==> config.mk <==
export PLATFORM = sky130hd
export DESIGN_NAME = tlv_message_reader_unit
export DESIGN_NICKNAME = d
export VERILOG_FILES = /design/src/rtl/tlvr_pkg.sv /design/src/rtl/tlvr_alu.sv /design/src/rtl/tlvr_store.sv /design/src/rtl/tlvr_seq.sv /design/src/rtl/tlv_message_reader_unit.sv
export SDC_FILE = /design/constraint.sdc
export NUM_CORES = 2
export LEC_CHECK = 0
export BUFFER_PORTS_ARGS = -buffer_cell sky130_fd_sc_hd__buf_2
export CORE_UTILIZATION = 55
export CTS_BUF_LIST = sky130_fd_sc_hd__clkbuf_8
export CTS_CLUSTER_DIAMETER = 120
export DETAILED_ROUTE_END_ITERATION = 7
export PLACE_DENSITY = 0.72
export SLEW_MARGIN = 30
export SYNTH_ARGS = -nofsm -noshare
export SYNTH_HDL_FRONTEND = slang
export SYNTH_HIERARCHICAL = 1
export SYNTH_SLANG_ARGS = --single-unit
export TNS_END_PERCENT = 50
==> constraint.sdc <==
create_clock -name clock -period 10.16 [get_ports clock]
set_clock_uncertainty 0.05 [all_clocks]
set_input_delay 1.016 -clock clock [delete_from_list [all_inputs] [get_ports clock]]
set_output_delay 1.016 -clock clock [all_outputs]
set_load 0.005 [all_outputs]
==> src/rtl/tlvr_pkg.sv <==
`default_nettype none
// ----------------------------------------------------------------------------
// tlvr_pkg: shared types and constants of the TLV message reader
// Operation and status codes, sequencer states and the structs that pass
// between the sequencer, the shared adder and the top level.
// ----------------------------------------------------------------------------
package tlvr_pkg;

   localparam int TAG_TYPE_W = 8;
   localparam int TAG_LEN_W  = 20;
   localparam int IDX_BITS   = 9;
   localparam int SIZE_CAP   = 256;

   typedef enum logic [1:0] {
      OP_LOAD   = 2'd0,
      OP_REWIND = 2'd1,
      OP_GET    = 2'd2,
      OP_NONE   = 2'd3
   } op_type;

   typedef enum logic [1:0] {
      ST_OK      = 2'd0,
      ST_NO_ROOM = 2'd1,
      ST_BAD_TYPE = 2'd2,
      ST_OVERRUN = 2'd3
   } status_type;

   typedef enum logic [2:0] {
      S_IDLE,
      S_ROOM,
      S_TAG,
      S_NEXT,
      S_READ,
      S_DATA,
      S_PUT
   } state_type;

   typedef struct packed {
      logic [IDX_BITS-1:0]  a;
      logic [TAG_LEN_W:0]   b;
      logic [IDX_BITS-1:0]  limit;
   } alu_in_type;

   typedef struct packed {
      logic [TAG_LEN_W+1:0] sum;
      logic                 over;
   } alu_out_type;

   typedef struct packed {
      status_type            status;
      logic [31:0]           payload_word;
      logic [2:0]            bytes_valid;
      logic [IDX_BITS-1:0]   copied_length;
      logic [TAG_TYPE_W-1:0] found_type;
      logic                  last_word;
   } rsp_type;

endpackage
`default_nettype wire

==> src/rtl/tlvr_alu.sv <==
`default_nettype none
// ----------------------------------------------------------------------------
// tlvr_alu: shared add and bound compare
// Adds an index and an offset and flags a sum that runs past the limit.
// ----------------------------------------------------------------------------
module tlvr_alu (
   input  tlvr_pkg::alu_in_type  alu_req,
   output tlvr_pkg::alu_out_type alu_rsp
);
   import tlvr_pkg::*;

   logic [TAG_LEN_W+1:0] sum;

   assign sum          = (TAG_LEN_W+2)'(alu_req.a) + (TAG_LEN_W+2)'(alu_req.b);
   assign alu_rsp.sum  = sum;
   assign alu_rsp.over = sum > (TAG_LEN_W+2)'(alu_req.limit);

endmodule
`default_nettype wire

==> src/rtl/tlvr_store.sv <==
`default_nettype none
// ----------------------------------------------------------------------------
// tlvr_store: message word memory
// One write port and one read port; read data registered.
// ----------------------------------------------------------------------------
module tlvr_store #(
   parameter int STORE_WORDS = 64,
   localparam int AW = $clog2(STORE_WORDS)
) (
   input  logic          clock,
   input  logic          st_we,
   input  logic [AW-1:0] st_waddr,
   input  logic [31:0]   st_wdata,
   input  logic          st_re,
   input  logic [AW-1:0] st_raddr,
   output logic [31:0]   st_rdata
);

   logic [31:0] mem [STORE_WORDS];
   logic [31:0] rdata_ff;

   always_ff @(posedge clock) begin
      if (st_we) begin
         mem[st_waddr] <= st_wdata;
      end
      if (st_re) begin
         rdata_ff <= mem[st_raddr];
      end
   end

   assign st_rdata = rdata_ff;

endmodule
`default_nettype wire

==> src/rtl/tlvr_seq.sv <==
`default_nettype none
// ----------------------------------------------------------------------------
// tlvr_seq: record reader sequencer
// Walks a get through tag check, bound checks and payload words, driving
// the shared adder and the store, and holds the result word register.
// ----------------------------------------------------------------------------
module tlvr_seq #(
   parameter int STORE_WORDS = 64,
   localparam int AW  = $clog2(STORE_WORDS),
   localparam int IW  = (AW > 7) ? AW : 7,
   localparam int AXW = (AW > 6) ? AW : 6
) (
   input  logic                      clock,
   input  logic                      reset,
   input  logic                      req_valid,
   output logic                      req_ready,
   input  logic [1:0]                req_operation,
   input  logic [5:0]                req_word_address,
   input  logic [31:0]               req_word_value,
   input  logic [7:0]                req_expected_type,
   input  logic [8:0]                req_max_length,
   input  logic [8:0]                size,
   output tlvr_pkg::alu_in_type      alu_req,
   input  tlvr_pkg::alu_out_type     alu_rsp,
   output logic                      st_we,
   output logic [AW-1:0]             st_waddr,
   output logic [31:0]               st_wdata,
   output logic                      st_re,
   output logic [AW-1:0]             st_raddr,
   input  logic [31:0]               st_rdata,
   output logic                      rsp_valid,
   input  logic                      rsp_ready,
   output tlvr_pkg::rsp_type         rsp
);
   import tlvr_pkg::*;

   state_type              state_ff, state_in;
   logic [IDX_BITS-1:0]    idx_ff, idx_in;
   logic [IDX_BITS-1:0]    base_ff, base_in;
   logic [TAG_TYPE_W-1:0]  exp_ff, exp_in;
   logic [IDX_BITS-1:0]    req_ff, req_in;
   logic [TAG_TYPE_W-1:0]  ftype_ff, ftype_in;
   logic [TAG_LEN_W-1:0]   len_ff, len_in;
   logic [IDX_BITS-1:0]    copied_ff, copied_in;
   logic [IDX_BITS-1:0]    left_ff, left_in;
   logic [6:0]             wptr_ff, wptr_in;
   rsp_type                pend_ff, pend_in;
   rsp_type                rsp_ff, rsp_in;
   logic                   rsp_valid_ff, rsp_valid_in;

   logic                   rsp_free;
   logic                   addr_ok;
   logic [AXW-1:0]         waddr_ext;
   logic [IW-1:0]          raddr_ext;
   logic [TAG_LEN_W-1:0]   dlen;
   logic [TAG_TYPE_W-1:0]  dtype;
   logic [2:0]             nvalid;
   logic [31:0]            masked;

   assign rsp_free  = !rsp_valid_ff || rsp_ready;
   assign addr_ok   = 32'(req_word_address) < 32'(STORE_WORDS);
   assign waddr_ext = AXW'(req_word_address);
   assign st_waddr  = waddr_ext[AW-1:0];
   assign st_wdata  = req_word_value;
   assign st_raddr  = raddr_ext[AW-1:0];
   assign dlen      = st_rdata[TAG_TYPE_W +: TAG_LEN_W];
   assign dtype     = st_rdata[TAG_TYPE_W-1:0];
   assign nvalid    = (left_ff >= 9'd4) ? 3'd4 : left_ff[2:0];

   always_comb begin
      for (int i = 0; i < 4; i++) begin
         masked[8*i +: 8] = (3'(i) < nvalid) ? st_rdata[8*i +: 8] : 8'd0;
      end
   end

   always_comb begin
      state_in     = state_ff;
      idx_in       = idx_ff;
      base_in      = base_ff;
      exp_in       = exp_ff;
      req_in       = req_ff;
      ftype_in     = ftype_ff;
      len_in       = len_ff;
      copied_in    = copied_ff;
      left_in      = left_ff;
      wptr_in      = wptr_ff;
      pend_in      = pend_ff;
      rsp_in       = rsp_ff;
      rsp_valid_in = rsp_valid_ff && !rsp_ready;
      req_ready    = 1'b0;
      st_we        = 1'b0;
      st_re        = 1'b0;
      raddr_ext    = IW'(idx_ff[IDX_BITS-1:2]);
      alu_req.a     = idx_ff;
      alu_req.b     = (TAG_LEN_W+1)'(4);
      alu_req.limit = size;

      unique case (state_ff)
         S_IDLE: begin
            req_ready = 1'b1;
            if (req_valid) begin
               case (op_type'(req_operation))
                  OP_LOAD:   st_we = addr_ok;
                  OP_REWIND: idx_in = '0;
                  OP_GET: begin
                     exp_in   = req_expected_type;
                     req_in   = (req_max_length > 9'(SIZE_CAP)) ? 9'(SIZE_CAP)
                                                                : req_max_length;
                     state_in = S_ROOM;
                  end
                  default: ;
               endcase
            end
         end
         S_ROOM: begin
            // tag must fit inside the message
            pend_in.status        = ST_NO_ROOM;
            pend_in.payload_word  = '0;
            pend_in.bytes_valid   = '0;
            pend_in.copied_length = '0;
            pend_in.found_type    = '0;
            pend_in.last_word     = 1'b1;
            if (alu_rsp.over) begin
               state_in = S_PUT;
            end else begin
               st_re    = 1'b1;
               base_in  = alu_rsp.sum[IDX_BITS-1:0];
               state_in = S_TAG;
            end
         end
         S_TAG: begin
            alu_req.a = base_ff;
            alu_req.b = {1'b0, dlen};
            ftype_in  = dtype;
            len_in    = dlen;
            copied_in = (dlen < TAG_LEN_W'(req_ff)) ? dlen[IDX_BITS-1:0] : req_ff;
            pend_in.found_type = dtype;
            if (dtype != exp_ff) begin
               pend_in.status = ST_BAD_TYPE;
               state_in       = S_PUT;
            end else if (alu_rsp.over) begin
               // step past the tag only
               idx_in         = base_ff;
               pend_in.status = ST_OVERRUN;
               state_in       = S_PUT;
            end else begin
               state_in = S_NEXT;
            end
         end
         S_NEXT: begin
            // advance index past the padded payload
            alu_req.a = base_ff;
            alu_req.b = {1'b0, len_ff} + (TAG_LEN_W+1)'(3);
            idx_in    = {alu_rsp.sum[IDX_BITS-1:2], 2'b00};
            left_in   = copied_ff;
            wptr_in   = base_ff[IDX_BITS-1:2];
            pend_in.status        = ST_OK;
            pend_in.copied_length = copied_ff;
            pend_in.found_type    = ftype_ff;
            if (copied_ff == '0) begin
               state_in = S_PUT;
            end else begin
               state_in = S_READ;
            end
         end
         S_READ: begin
            st_re     = 1'b1;
            raddr_ext = IW'(wptr_ff);
            state_in  = S_DATA;
         end
         S_DATA: begin
            if (rsp_free) begin
               rsp_valid_in         = 1'b1;
               rsp_in.status        = ST_OK;
               rsp_in.payload_word  = masked;
               rsp_in.bytes_valid   = nvalid;
               rsp_in.copied_length = copied_ff;
               rsp_in.found_type    = ftype_ff;
               rsp_in.last_word     = (left_ff <= 9'd4);
               left_in              = left_ff - 9'(nvalid);
               wptr_in              = wptr_ff + 7'd1;
               state_in             = (left_ff <= 9'd4) ? S_IDLE : S_READ;
            end
         end
         S_PUT: begin
            if (rsp_free) begin
               rsp_valid_in = 1'b1;
               rsp_in       = pend_ff;
               state_in     = S_IDLE;
            end
         end
         default: state_in = S_IDLE;
      endcase
   end

   always_ff @(posedge clock) begin
      if (reset) begin
         state_ff     <= S_IDLE;
         idx_ff       <= '0;
         rsp_valid_ff <= 1'b0;
      end else begin
         state_ff     <= state_in;
         idx_ff       <= idx_in;
         rsp_valid_ff <= rsp_valid_in;
      end
   end

   always_ff @(posedge clock) begin
      base_ff   <= base_in;
      exp_ff    <= exp_in;
      req_ff    <= req_in;
      ftype_ff  <= ftype_in;
      len_ff    <= len_in;
      copied_ff <= copied_in;
      left_ff   <= left_in;
      wptr_ff   <= wptr_in;
      pend_ff   <= pend_in;
      rsp_ff    <= rsp_in;
   end

   assign rsp_valid = rsp_valid_ff;
   assign rsp       = rsp_ff;

   a_idx_aligned: assert property (@(posedge clock) disable iff (reset)
      idx_ff[1:0] == 2'b00)
      else $error("read index lost word alignment");

   a_data_left: assert property (@(posedge clock) disable iff (reset)
      state_ff == S_DATA |-> left_ff != '0)
      else $error("payload word fetched with no bytes left");

   a_full_word: assert property (@(posedge clock) disable iff (reset)
      rsp_valid_ff && !rsp_ff.last_word |-> rsp_ff.bytes_valid == 3'd4)
      else $error("partial word before the last");

   a_fail_single: assert property (@(posedge clock) disable iff (reset)
      rsp_valid_ff && rsp_ff.status != ST_OK |->
         rsp_ff.last_word && rsp_ff.payload_word == '0)
      else $error("failed get carries payload or continues");

endmodule
`default_nettype wire

==> src/rtl/tlv_message_reader_unit.sv <==
`default_nettype none
// ----------------------------------------------------------------------------
// tlv_message_reader_unit: TLV record reader over a message word store
// Loads message words, rewinds the byte index and hands back records.
// ----------------------------------------------------------------------------
// Load and rewind words return nothing.
// A get with payload runs the room check, tag check and index advance, then
// a store read and a result per payload word, and returns to idle. A failed
// get ends after the room check when the tag does not fit and after the tag
// check otherwise, an empty copy after the index advance; result stalls add
// to each. All steps share the single store read port and the one adder.
// Reset clears the sequencer, read index and message size; the store is not
// cleared and holds undefined words until loaded.
// ----------------------------------------------------------------------------
module tlv_message_reader_unit #(
   parameter int STORE_WORDS = 64
) (
   input  logic        clock,
   input  logic        reset,
   input  logic        req_valid,
   output logic        req_ready,
   input  logic [1:0]  req_operation,
   input  logic [5:0]  req_word_address,
   input  logic [31:0] req_word_value,
   input  logic [7:0]  req_expected_type,
   input  logic [8:0]  req_max_length,
   output logic        rsp_valid,
   input  logic        rsp_ready,
   output logic [1:0]  rsp_status,
   output logic [31:0] rsp_payload_word,
   output logic [2:0]  rsp_bytes_valid,
   output logic [8:0]  rsp_copied_length,
   output logic [7:0]  rsp_found_type,
   output logic        rsp_last_word,
   input  logic        csr_wr_en,
   input  logic [8:0]  csr_wr_data
);
   import tlvr_pkg::*;

   localparam int AW      = $clog2(STORE_WORDS);
   // usable size is bounded by both the index range and the store depth
   localparam int SIZE_LIM = (STORE_WORDS * 4 < SIZE_CAP) ? STORE_WORDS * 4 : SIZE_CAP;

   logic [8:0]   msg_bytes_ff, msg_bytes_in;
   logic [8:0]   size_ff, size_in;
   alu_in_type   alu_req;
   alu_out_type  alu_rsp;
   logic         st_we;
   logic [AW-1:0] st_waddr;
   logic [31:0]  st_wdata;
   logic         st_re;
   logic [AW-1:0] st_raddr;
   logic [31:0]  st_rdata;
   rsp_type      rsp;

   // hold message size; the user must write it only while idle (not enforced here)
   assign msg_bytes_in = csr_wr_en ? csr_wr_data : msg_bytes_ff;
   // clamp to the usable size
   assign size_in      = (msg_bytes_ff > 9'(SIZE_LIM)) ? 9'(SIZE_LIM) : msg_bytes_ff;

   always_ff @(posedge clock) begin
      if (reset) begin
         msg_bytes_ff <= '0;
         size_ff      <= '0;
      end else begin
         msg_bytes_ff <= msg_bytes_in;
         size_ff      <= size_in;
      end
   end

   tlvr_seq #(
      .STORE_WORDS (STORE_WORDS)
   ) u_seq (
      .clock             (clock),
      .reset             (reset),
      .req_valid         (req_valid),
      .req_ready         (req_ready),
      .req_operation     (req_operation),
      .req_word_address  (req_word_address),
      .req_word_value    (req_word_value),
      .req_expected_type (req_expected_type),
      .req_max_length    (req_max_length),
      .size              (size_ff),
      .alu_req           (alu_req),
      .alu_rsp           (alu_rsp),
      .st_we             (st_we),
      .st_waddr          (st_waddr),
      .st_wdata          (st_wdata),
      .st_re             (st_re),
      .st_raddr          (st_raddr),
      .st_rdata          (st_rdata),
      .rsp_valid         (rsp_valid),
      .rsp_ready         (rsp_ready),
      .rsp               (rsp)
   );

   tlvr_alu u_alu (
      .alu_req (alu_req),
      .alu_rsp (alu_rsp)
   );

   tlvr_store #(
      .STORE_WORDS (STORE_WORDS)
   ) u_store (
      .clock    (clock),
      .st_we    (st_we),
      .st_waddr (st_waddr),
      .st_wdata (st_wdata),
      .st_re    (st_re),
      .st_raddr (st_raddr),
      .st_rdata (st_rdata)
   );

   // drive the result word fields
   assign rsp_status        = rsp.status;
   assign rsp_payload_word  = rsp.payload_word;
   assign rsp_bytes_valid   = rsp.bytes_valid;
   assign rsp_copied_length = rsp.copied_length;
   assign rsp_found_type    = rsp.found_type;
   assign rsp_last_word     = rsp.last_word;

endmodule
`default_nettype wire
==> impl_metrics.ini <==
[sta]
setup_violations = 0
slew_viol_final = 0
tns_ns = 0
layout_worst_path_cycle_share_pct = 70.6
final_hold_viol_count = 0
worst-slew-pin-transition_ns = 1.00
period_needed_ns = 7.17
slew_headroom_pct = 33.2
fmax_ghz = 0.139
grt_setup_unrepaired = false

[finish]
nets = 4575
fin_area_um2 = 98000
fill_cells = 10600
regArea_um2 = 67600
finalNonFillerCells = 6812
area_growth_pct = 10.9
drive_gt1_share_pct = 28.5
multi_input_area_um2 = 19700

[grt]
grtUsageTotal_pct = 26.2
grt_max_degree = 107
grt_first_pass_wirelength_um = 300000
grt_overflow = 0
antenna_found_initial = 11
grt_pass1_vias = 43500

[floorplan]
dieArea_um2 = 162000
start_util_pct = 55.6
io_pins = 128
fp.coreArea_um2 = 159000
dieWidth_um = 403
die_h_um = 403
core.rowCount = 146

[power_and_ir_drop]
powerDensity_nw_per_um2 = 256
p_leak_uw = 0.0305
total_power_uw = 25100
peakVddDrop_v = 0.000244

[worst_setup_path]
arrival_ns = 7.76
criticalPathCategory = flip-flop to flip-flop
critPathMaxStageDelay_ns = 0.71
slowest_stage = dfxtp_1
critPathLaunchType = flip-flop
crit_path_end_kind = flip-flop
crit_required_ns = 10.74
path_max_fanout = 36
cp_cell_sequence = nor2b_2 -> nand2b_2 -> inv_2 -> nand2_1 -> o21ai_0 -> ha_1 -> inv_1 -> fa_1 -> nand2b_1 -> a21o_1 -> xnor2_1 -> ha_1 -> a21o_1 -> a221o_1 -> a221o_1 -> a2111oi_4 -> nand4_1 -> nor3b_1 -> buf_4 -> or2_2

[synthesis]
ys_warn_count = 6
synth.avg_cell_area_um2 = 21.4
syn_nets = 4231
synth_area_um2 = 88300
synthCells = 4130

[detailed_routing]
drc = 0
drt_wl_total_um = 211000
avgRoutedWirePerCell_um = 30.9
vias_per_cell = 6.37
drt_first_pass_iters = 5
drt_iter0_drc = 5398
vias = 43400
antenna_left = 0

[cts]
clk_pin_slew_worst_paths_ns = 0.06
insertion_delay_ns = 1.05
cts_resized = 0
clock-root-buffer = clkbuf_8
cts_made_buffers = 360
clock-sinks = 2263
clock_path_buffers = 4
htreeDepth = 5
cts_tree = yes
cts_hold_buf = 0
postCtsSetupRepairBufs = 0

[place]
numPortBuffers = 127
gp_congestion = 0.870
placed_area_um2 = 91700
dp_hpwl_um = 114000
placed_cells = 6183

[run]
drv_cap = 0

[outcome]
status = completed

[hold_path]
hold_class = input port to flip-flop
stage by stage:
stage          hold WS, ns  setup WS, ns  util [%]
2_1_floorplan        0.379          4.18         -
3_3_place_gp         0.400          3.01      57.7
3_5_place_dp         0.400          2.84      57.7
4_1_cts            0.00187          2.81      61.6
5_1_grt             0.0539          2.51      61.6
6_report             0.112          2.99      61.6
worst max-delay path: cells and delay by family, from the launching register on:
family,cells,cell delay [ns]
AND/OR/NAND/NOR,7,2.39
AO/OA/AOI/OAI,6,1.51
adder cells (fa/ha/maj),3,0.95
buffers and inverters,3,0.86
flip-flops,1,0.71
XOR/XNOR,1,0.33
layout by cell type (no fill, tap or decap), types with 8 or more instances in the layout:
master	n
edfxtp_1	2232
mux4_2	544
clkbuf_8	366
inv_1	148
buf_4	121
buf_2	119
mux2i_1	103
nor2_1	100
clkinv_1	99
o22ai_1	87
a21oi_1	83
nand2_1	78
nor2_4	63
and2_1	47
o21ai_0	40
mux2_2	39
clkinv_2	31
dfxtp_1	31
nor2b_1	29
ha_1	29
o221ai_1	27
and3_1	25
xnor2_1	23
xor2_1	22
a22oi_1	21
nand3_1	20
nand4_1	19
a311oi_1	16
nor4_1	11
nor3_1	10
clkinvlp_4	8
nand2b_1	8
a21o_1	8
a22o_1	8
where the power goes:
part | internal (uW) | total, uW | switching [uW]
sequential | 10600 | 10900 | 222
clock | 3460 | 6850 | 3400
combinational | 3040 | 7350 | 4320
registers in the layout, summed over array words and instances (netlist names), 19 cells and up:
register	cells
u_seq/len_ff	20
u_store/st_rdata	32
u_store/mem	2048
u_seq/rsp	55
u_seq/pend_ff	19
path summary, 6_finish.rpt:
kind / from / to / slack, ns / cells after the start
min: req_expected_type[1] / u_seq/exp_ff[1]$_DFFE_PP_ / 0.11 / 1
min reg2reg: msg_bytes_ff[6]$_SDFFE_PP0P_ / size_ff[6]$_SDFF_PP0_ / 0.39 / 1
max reg2reg: u_seq/state_ff[1]$_SDFFE_PP0P_ / u_store/st_rdata[8]$_DFFE_PP_ / 2.99 / 20
max: u_seq/state_ff[1]$_SDFFE_PP0P_ / u_store/st_rdata[8]$_DFFE_PP_ / 2.99 / 20
metal layers:
layer	GRT usage, %	wire (um)	up-vias
met5	0	91	-
met4	8.71	6060	12
met3	7.31	25000	342
met2	40.2	98800	2465
met1	36.8	80600	22700
li1	-	-	17900
area by class of cell:
type	instances	share of cell area (%)
Timing Repair Buffer	247	1.68
Multi-Input combinational cell	1566	20.1
Clock buffer	366	5.14
Sequential cell	2263	69.1
Antenna cell	4	0.0102
Inverter	36	0.138
Tap cell	2072	2.65
Clock inverter	258	1.20
No activity file was read; power rests on OpenSTA's default activity.
